<file path="src/sv/ajd_pkg.sv">
// Shared widths, register codes, reset values and types for the jolt detector.
package ajd_pkg;

  localparam int WORD_W     = 16;
  localparam int COUNT_W    = 14;
  localparam int THR_W      = 14;
  localparam int DEB_W      = 16;
  localparam int NOW_W      = 32;
  localparam int CFG_IDX_W  = 2;
  localparam int CFG_DATA_W = 16;

  // 0.4 g and 0.55 g at 4096 counts per g, and the default debounce window
  localparam logic [THR_W-1:0] XY_LIMIT_RESET    = 14'd1638;
  localparam logic [THR_W-1:0] Z_LIMIT_RESET     = 14'd2252;
  localparam logic [DEB_W-1:0] DEBOUNCE_MS_RESET = 16'd130;

  typedef enum logic [CFG_IDX_W-1:0] {
    REG_XY_LIMIT    = 2'd0,
    REG_Z_LIMIT     = 2'd1,
    REG_DEBOUNCE_MS = 2'd2
  } cfg_reg_t;

  typedef struct packed {
    logic [THR_W-1:0] xy_limit;
    logic [THR_W-1:0] z_limit;
    logic [DEB_W-1:0] debounce_ms;
  } cfg_t;

  typedef logic signed [COUNT_W-1:0] count_t;

endpackage

</file>
<file path="src/sv/axis_jolt_detector.sv">
// Top level of the three-axis jolt detector: input register, axis checks, result register.
//
// Sample channel (sample_valid / sample_stall) carries x_word, y_word, z_word
// and now_ms. Each raw word is left-justified; bits 15..2 form a signed count
// at 4096 counts per g. Result channel (result_valid / result_stall) returns
// the three counts and one hit flag per axis for every sample, in order.
// An axis hits when |count - previous count| exceeds its threshold and more
// than debounce_ms has passed (modulo 2^TIME_BITS) since that axis's last hit.
//
// The sample sits in the input register while the per-axis subtract/compare
// settles, and the result register then loads it. Throughput is one sample
// per cycle while result_stall is low; per-axis state updates as a sample
// moves into the result register, so the next sample sees it.
// A stall on the result side holds the result register; the input register
// can still load one more sample, after which sample_stall rises.
// Configuration writes (cfg_valid / cfg_ready, ready always high) belong in
// idle periods. Reset clears both stages, the previous counts and hit times,
// and loads the default thresholds and debounce window.
module axis_jolt_detector #(
  parameter int TIME_BITS = 32
) (
  input  logic                             clk,
  input  logic                             rst,
  input  logic                             sample_valid,
  output logic                             sample_stall,
  input  logic [ajd_pkg::WORD_W-1:0]       x_word,
  input  logic [ajd_pkg::WORD_W-1:0]       y_word,
  input  logic [ajd_pkg::WORD_W-1:0]       z_word,
  input  logic [ajd_pkg::NOW_W-1:0]        now_ms,
  output logic                             result_valid,
  input  logic                             result_stall,
  output ajd_pkg::count_t                  x_count,
  output ajd_pkg::count_t                  y_count,
  output ajd_pkg::count_t                  z_count,
  output logic                             hit_x,
  output logic                             hit_y,
  output logic                             hit_z,
  input  logic                             cfg_valid,
  output logic                             cfg_ready,
  input  logic [ajd_pkg::CFG_IDX_W-1:0]    cfg_index,
  input  logic [ajd_pkg::CFG_DATA_W-1:0]   cfg_data
);

  ajd_pkg::cfg_t          cfg;
  logic                   s1_valid;
  ajd_pkg::count_t        s1_x;
  ajd_pkg::count_t        s1_y;
  ajd_pkg::count_t        s1_z;
  logic [TIME_BITS-1:0]   s1_now;
  logic                   out_free;
  logic                   advance;
  logic                   accept;
  logic                   hx;
  logic                   hy;
  logic                   hz;

  ajd_cfg_regs u_cfg (
    .clk       (clk),
    .rst       (rst),
    .cfg_valid (cfg_valid),
    .cfg_ready (cfg_ready),
    .cfg_index (cfg_index),
    .cfg_data  (cfg_data),
    .cfg       (cfg)
  );

  assign out_free     = !result_valid || !result_stall;
  assign advance      = s1_valid && out_free;
  assign sample_stall = s1_valid && !out_free;
  assign accept       = sample_valid && !sample_stall;

  always_ff @(posedge clk) begin
    if (rst) begin
      s1_valid <= 1'b0;
    end else if (accept) begin
      s1_valid <= 1'b1;
    end else if (advance) begin
      s1_valid <= 1'b0;
    end
  end

  always_ff @(posedge clk) begin
    if (accept) begin
      s1_x   <= $signed(x_word[ajd_pkg::WORD_W-1:2]);
      s1_y   <= $signed(y_word[ajd_pkg::WORD_W-1:2]);
      s1_z   <= $signed(z_word[ajd_pkg::WORD_W-1:2]);
      s1_now <= TIME_BITS'(now_ms);
    end
  end

  ajd_axis #(.TIME_BITS(TIME_BITS)) u_axis_x (
    .clk (clk), .rst (rst), .advance (advance), .cur (s1_x), .now (s1_now),
    .threshold (cfg.xy_limit), .debounce_ms (cfg.debounce_ms), .hit (hx)
  );

  ajd_axis #(.TIME_BITS(TIME_BITS)) u_axis_y (
    .clk (clk), .rst (rst), .advance (advance), .cur (s1_y), .now (s1_now),
    .threshold (cfg.xy_limit), .debounce_ms (cfg.debounce_ms), .hit (hy)
  );

  ajd_axis #(.TIME_BITS(TIME_BITS)) u_axis_z (
    .clk (clk), .rst (rst), .advance (advance), .cur (s1_z), .now (s1_now),
    .threshold (cfg.z_limit), .debounce_ms (cfg.debounce_ms), .hit (hz)
  );

  always_ff @(posedge clk) begin
    if (rst) begin
      result_valid <= 1'b0;
    end else if (advance) begin
      result_valid <= 1'b1;
    end else if (out_free) begin
      result_valid <= 1'b0;
    end
  end

  always_ff @(posedge clk) begin
    if (advance) begin
      x_count <= s1_x;
      y_count <= s1_y;
      z_count <= s1_z;
      hit_x   <= hx;
      hit_y   <= hy;
      hit_z   <= hz;
    end
  end

  a_result_from_stage: assert property (@(posedge clk) disable iff (rst)
    $rose(result_valid) |-> $past(s1_valid))
    else $error("result appeared without a staged sample");

  a_drain_empties: assert property (@(posedge clk) disable iff (rst)
    result_valid && !result_stall && !s1_valid |=> !result_valid)
    else $error("result repeated after transaction");

  a_stage_moves: assert property (@(posedge clk) disable iff (rst)
    s1_valid && out_free |=> result_valid && x_count == $past(s1_x))
    else $error("staged sample did not reach result register");

endmodule

</file>
<file path="src/sv/ajd_cfg_regs.sv">
// Configuration register file: thresholds and debounce window.
module ajd_cfg_regs (
  input  logic                             clk,
  input  logic                             rst,
  input  logic                             cfg_valid,
  output logic                             cfg_ready,
  input  logic [ajd_pkg::CFG_IDX_W-1:0]    cfg_index,
  input  logic [ajd_pkg::CFG_DATA_W-1:0]   cfg_data,
  output ajd_pkg::cfg_t                    cfg
);

  logic write;

  assign cfg_ready = 1'b1;
  assign write     = cfg_valid && cfg_ready;

  always_ff @(posedge clk) begin
    if (rst) begin
      cfg.xy_limit    <= ajd_pkg::XY_LIMIT_RESET;
      cfg.z_limit     <= ajd_pkg::Z_LIMIT_RESET;
      cfg.debounce_ms <= ajd_pkg::DEBOUNCE_MS_RESET;
    end else if (write) begin
      // unknown indexes are dropped; wide data keeps its low bits
      unique case (ajd_pkg::cfg_reg_t'(cfg_index))
        ajd_pkg::REG_XY_LIMIT: begin
          cfg.xy_limit <= cfg_data[ajd_pkg::THR_W-1:0];
        end
        ajd_pkg::REG_Z_LIMIT: begin
          cfg.z_limit <= cfg_data[ajd_pkg::THR_W-1:0];
        end
        ajd_pkg::REG_DEBOUNCE_MS: begin
          cfg.debounce_ms <= cfg_data[ajd_pkg::DEB_W-1:0];
        end
        default: begin
        end
      endcase
    end
  end

endmodule

</file>
<file path="src/sv/ajd_axis.sv">
// One axis: previous count, last hit time, delta threshold and debounce check.
module ajd_axis #(
  parameter int TIME_BITS = 32
) (
  input  logic                         clk,
  input  logic                         rst,
  input  logic                         advance,
  input  ajd_pkg::count_t              cur,
  input  logic [TIME_BITS-1:0]         now,
  input  logic [ajd_pkg::THR_W-1:0]    threshold,
  input  logic [ajd_pkg::DEB_W-1:0]    debounce_ms,
  output logic                         hit
);

  ajd_pkg::count_t                    last;
  logic [TIME_BITS-1:0]               hit_time;
  logic [TIME_BITS-1:0]               elapsed;
  logic signed [ajd_pkg::COUNT_W:0]   delta;
  logic signed [ajd_pkg::COUNT_W:0]   delta_neg;
  logic [ajd_pkg::COUNT_W-1:0]        abs_delta;

  always_comb begin
    delta     = $signed({cur[ajd_pkg::COUNT_W-1], cur}) -
                $signed({last[ajd_pkg::COUNT_W-1], last});
    delta_neg = -delta;
    // |delta| tops out at 16383, so it fits the count width unsigned
    abs_delta = delta[ajd_pkg::COUNT_W] ? delta_neg[ajd_pkg::COUNT_W-1:0]
                                        : delta[ajd_pkg::COUNT_W-1:0];
    elapsed   = now - hit_time;   // modular, handles timestamp wrap
    hit       = (abs_delta > threshold) && (elapsed > TIME_BITS'(debounce_ms));
  end

  always_ff @(posedge clk) begin
    if (rst) begin
      last     <= '0;
      hit_time <= '0;
    end else if (advance) begin
      last <= cur;
      if (hit) begin
        hit_time <= now;
      end
    end
  end

  a_hit_records_time: assert property (@(posedge clk) disable iff (rst)
    advance && hit |=> hit_time == $past(now))
    else $error("hit time not recorded");

  a_no_hit_keeps_time: assert property (@(posedge clk) disable iff (rst)
    !(advance && hit) |=> $stable(hit_time))
    else $error("hit time changed without a hit");

endmodule
</file>
<file path="config.mk">
export PLATFORM = sky130hd
export DESIGN_NAME = axis_jolt_detector
export DESIGN_NICKNAME = d
export VERILOG_FILES = /design/src/sv/ajd_pkg.sv /design/src/sv/axis_jolt_detector.sv /design/src/sv/ajd_cfg_regs.sv /design/src/sv/ajd_axis.sv
export SDC_FILE = /design/constraint.sdc
export NUM_CORES = 1
export LEC_CHECK = 0
export BUFFER_PORTS_ARGS = -buffer_cell sky130_fd_sc_hd__buf_4
export CORE_UTILIZATION = 60
export DETAILED_ROUTE_END_ITERATION = 6
export PLACE_DENSITY = 0.82
export SYNTH_ARGS = -nofsm -noshare
export SYNTH_HDL_FRONTEND = slang
export SYNTH_SLANG_ARGS = --single-unit
</file>
<file path="constraint.sdc">
create_clock -name clk -period 8 [get_ports clk]
set_input_delay 0.4 -clock clk [delete_from_list [all_inputs] [get_ports clk]]
set_output_delay 0.4 -clock clk [all_outputs]
set_load 0.02 [all_outputs]
</file>
==> impl_metrics.tcl <==
set metrics [dict create \
    min_path_type "in2reg" \
    cpMostUsedCell "o21a_1" \
    syn_to_final_growth_pct 11.7 \
    grt_max_degree 128 \
    required_ns 8.46 \
    min_from "x_word[14]" \
    cp_top_family "compound AO/OA/AOI/OAI gates" \
    fin_skew_ns 0.0161 \
    synth.avg_cell_area_um2 8.73 \
    critPathMaxStageDelay_ns 0.72 \
    ys_dominant_reg_cell "dfxtp_1" \
    grt_use_met3_pct 5.20 \
    grt_usage_pct 30.6 \
    drive_above_1_share_pct 9.42 \
    final_nets 2911 \
    worstSetupEndpointType "flip-flop" \
    grt_pass1_vias 17966 \
    tightest_slew_ns 1.27 \
    slew_headroom_pct 15.6 \
    synth_edf_count 119 \
    gp_congestion 0.961 \
    setup_tns_ns 0 \
    syn-cell-area_um2 21500 \
    fmax_ghz 0.161 \
    synth_warnings 0 \
    clkTransAtPathRegs_ns 0.06 \
    clock_latency_ns 0.55 \
    io_pins 151 \
    crit_type "reg2reg" \
    min_path_cells 1 \
    hold_viol_final 0 \
    clkSinkCount 303 \
    worstReg2RegEnd "u_axis_z.hit_time[7]$_SDFFE_PP0P_" \
    synth_fp_nets 2800 \
    crit_arrival_ns 6.68 \
    grt_pass1_wl_um 89300 \
    grt.met2_usage_pct 51.8 \
    antenna_found_initial 1 \
    cts_root_buffer "clkbuf_16" \
    r2r_start "s1_z[0]$_DFFE_PP_" \
    cts_resized 0 \
    grt_overflow_total 0 \
    dr_total_vias 18316 \
    synth.distinct_cells 94 \
    p_leak_nw 9.71 \
    wire_per_inst_um 18.3 \
    setup_viol 0 \
    synth_cells 2463 \
    clockBufferDepth 3 \
    setup.reg_to_reg.worst_slack_ns 1.78 \
    ant_nets 0 \
    top_usage_layer "met2" \
    r2r_cells 24 \
    use_met1_pct 38.0 \
    crit_buf_inv 2 \
    fill_cells 2773 \
    rsz0062_at_grt "false" \
    drc_errors 0 \
    layout_common_cells "nand2_1 (252), a21oi_1 (228), ha_1 (228)" \
    cts_setup_buffers 0 \
    rows 68 \
    drtIter0Drc 1341 \
    path_cells "inv_1 -> ha_1 -> fa_1 -> nor2b_1 -> o31a_1 -> o31ai_1 -> a2111oi_0 -> o22a_1 -> a21o_1 -> nor2_1 -> mux2i_1 -> a21oi_1 -> ha_1 -> nor2b_1 -> o21a_1 -> o21a_1 -> o21a_1 -> o21a_1 -> o21ai_0 -> a21oi_1 -> nand2_1 -> a31oi_4 -> buf_4 -> mux2i_1" \
    post-route-period-util_pct 77.7 \
    drv_cap 0 \
    die_x_um 191 \
    vdd_ir_drop_max_v 0.000224 \
    final_util_pct 68.9 \
    numCtsBuffers 34 \
    wirelength_um 55900 \
    cts-htree-levels 2 \
    hpwl_um 42400 \
    ys_seq_area_share_pct 33.7 \
    powerDensity_nw_per_um2 210 \
    initial_core_util_pct 61.7 \
    ctsHoldBuffers 8 \
    cts_tree "yes" \
    dieArea_um2 36600 \
    status "completed" \
    fp.coreArea_um2 34900 \
    via_per_inst 5.99 \
    worst_path_max_delay_cell "mux2i_1" \
    first_pass_iters 5 \
    critPathLaunchType "flip-flop" \
    period_minus_slack_ns 6.22 \
    maxSlewViolCount 0 \
    holdPathEnd "s1_x[12]$_DFFE_PP_" \
    portBuffers 143 \
    synth-async-reset-ratio_pct 0 \
    synth_seq_cells 303 \
    layout_commonest_cell "nand2_1" \
    die_h_um 191 \
    crit_fanout 17 \
]
## layer usage
layer,wire length (um),share of wire [%]
met1,23700,42
met4,2250,4.0
met3,3570,6.4
met5,0,0
met2,26400,47
## cells in the mapped netlist, types with 11 or more instances
master / n / area, um^2
a211o_1: 17 / 149
ha_1: 228 / 2850
nand3_1: 32 / 160
and3_1: 20 / 125
xor2_1: 41 / 359
a31oi_1: 21 / 131
inv_1: 223 / 837
xnor2_1: 85 / 744
or2_2: 14 / 87.6
o21bai_1: 15 / 113
o211ai_1: 13 / 97.6
a21oi_1: 228 / 1140
nand2_1: 253 / 950
o31ai_1: 11 / 82.6
a21o_1: 49 / 368
edfxtp_1: 119 / 3570
and2_1: 14 / 87.6
o21ai_0: 75 / 375
nand2b_1: 145 / 907
nand4_1: 41 / 257
mux2i_1: 104 / 1040
clkbuf_1: 63 / 236
o21a_1: 43 / 323
o21ai_1: 24 / 120
or3_1: 12 / 75.1
nor3_1: 44 / 220
a211oi_1: 21 / 158
nor4_1: 15 / 93.8
nor2_1: 125 / 469
nor2b_1: 27 / 169
dfxtp_1: 184 / 3680
## through the flow
step           cells  cell area (um^2)  power (mW)  hold WS (ns)  setup slack (ns)
2_1_floorplan   2463             21500        3.04         0.436              3.33
3_3_place_gp    2985             22800        3.37         0.441              2.15
3_5_place_dp    2985             22800        3.43         0.448              1.95
4_1_cts         3055             24000        5.04      0.000727              1.85
5_1_grt         3055             24000        5.31       0.00586              1.24
6_report        3056             24000        5.03        0.0230              1.78
## worst register-to-register path: cells and delay by family, from the launching register on
family                   cells  cell delay, ns
multiplexers                 2            0.99
AND/OR/NAND/NOR              4            0.51
adder cells (fa/ha/maj)      3            0.97
buffers and inverters        2            0.51
AO/OA/AOI/OAI               13            2.78
flip-flops                   1            0.36
## power by group
group / internal [mW] / leakage (nW) / switching, mW / total (mW)
Sequential: 1.71 / 2.64 / 0.0712 / 1.78
Combinational: 0.698 / 6.53 / 0.963 / 1.66
Clock: 0.923 / 0.535 / 0.668 / 1.59
Total: 3.33 / 9.71 / 1.70 / 5.03
## how the worst max path moves through the flow
stage | startpoint | endpoint | slack [ns] | cells past startpoint
global route | s1_z[0]$_DFFE_PP_ | u_axis_z.hit_time[7]$_SDFFE_PP0P_ | 1.24 | 24
CTS | s1_z[0]$_DFFE_PP_ | u_axis_z.hit_time[7]$_SDFFE_PP0P_ | 1.85 | 24
detailed placement | s1_x[0]$_DFFE_PP_ | u_axis_x.hit_time[8]$_SDFFE_PP0P_ | 1.95 | 24
finish | s1_z[0]$_DFFE_PP_ | u_axis_z.hit_time[7]$_SDFFE_PP0P_ | 1.78 | 24
floorplan | s1_y[0]$_DFFE_PP_ | u_axis_y.hit_time[10]$_SDFFE_PP0P_ | 3.33 | 25
global placement | s1_now[0]$_DFFE_PP_ | u_axis_z.hit_time[1]$_SDFFE_PP0P_ | 2.15 | 22
## area by class of cell
cell class                      instances  area (um^2)  share of cell area, %
Clock buffer                           44          920                   3.83
Tap cell                              455          569                   2.37
Clock inverter                         18          204                  0.849
Antenna cell                            1         2.50                 0.0104
Timing Repair Buffer                  158         1210                   5.02
Sequential cell                       303         7260                   30.2
Inverter                              225          846                   3.52
Multi-Input combinational cell       1852        13000                   54.2
## kinds of logic after synthesis
kind of cell	share of synthesized area, %
AO/OA/AOI/OAI	18.5
XOR/XNOR	5.13
adder cells (fa/ha/maj)	13.8
buffers and inverters	5.82
flip-flops	33.7
multiplexers	5.00
other	0.0174
AND/OR/NAND/NOR	18.0
## registers in the layout, indices dropped and copies added (netlist names), 14 cells and up
signal	cells
s1_now	32
s1_x	14
s1_y	14
s1_z	14
u_axis_x.hit_time	32
u_axis_x.last	14
u_axis_y.hit_time	32
u_axis_y.last	14
u_axis_z.hit_time	32
u_axis_z.last	14
u_cfg.cfg	44
x_count	14
y_count	14
z_count	14
No activity file was read; power rests on OpenSTA's default activity.
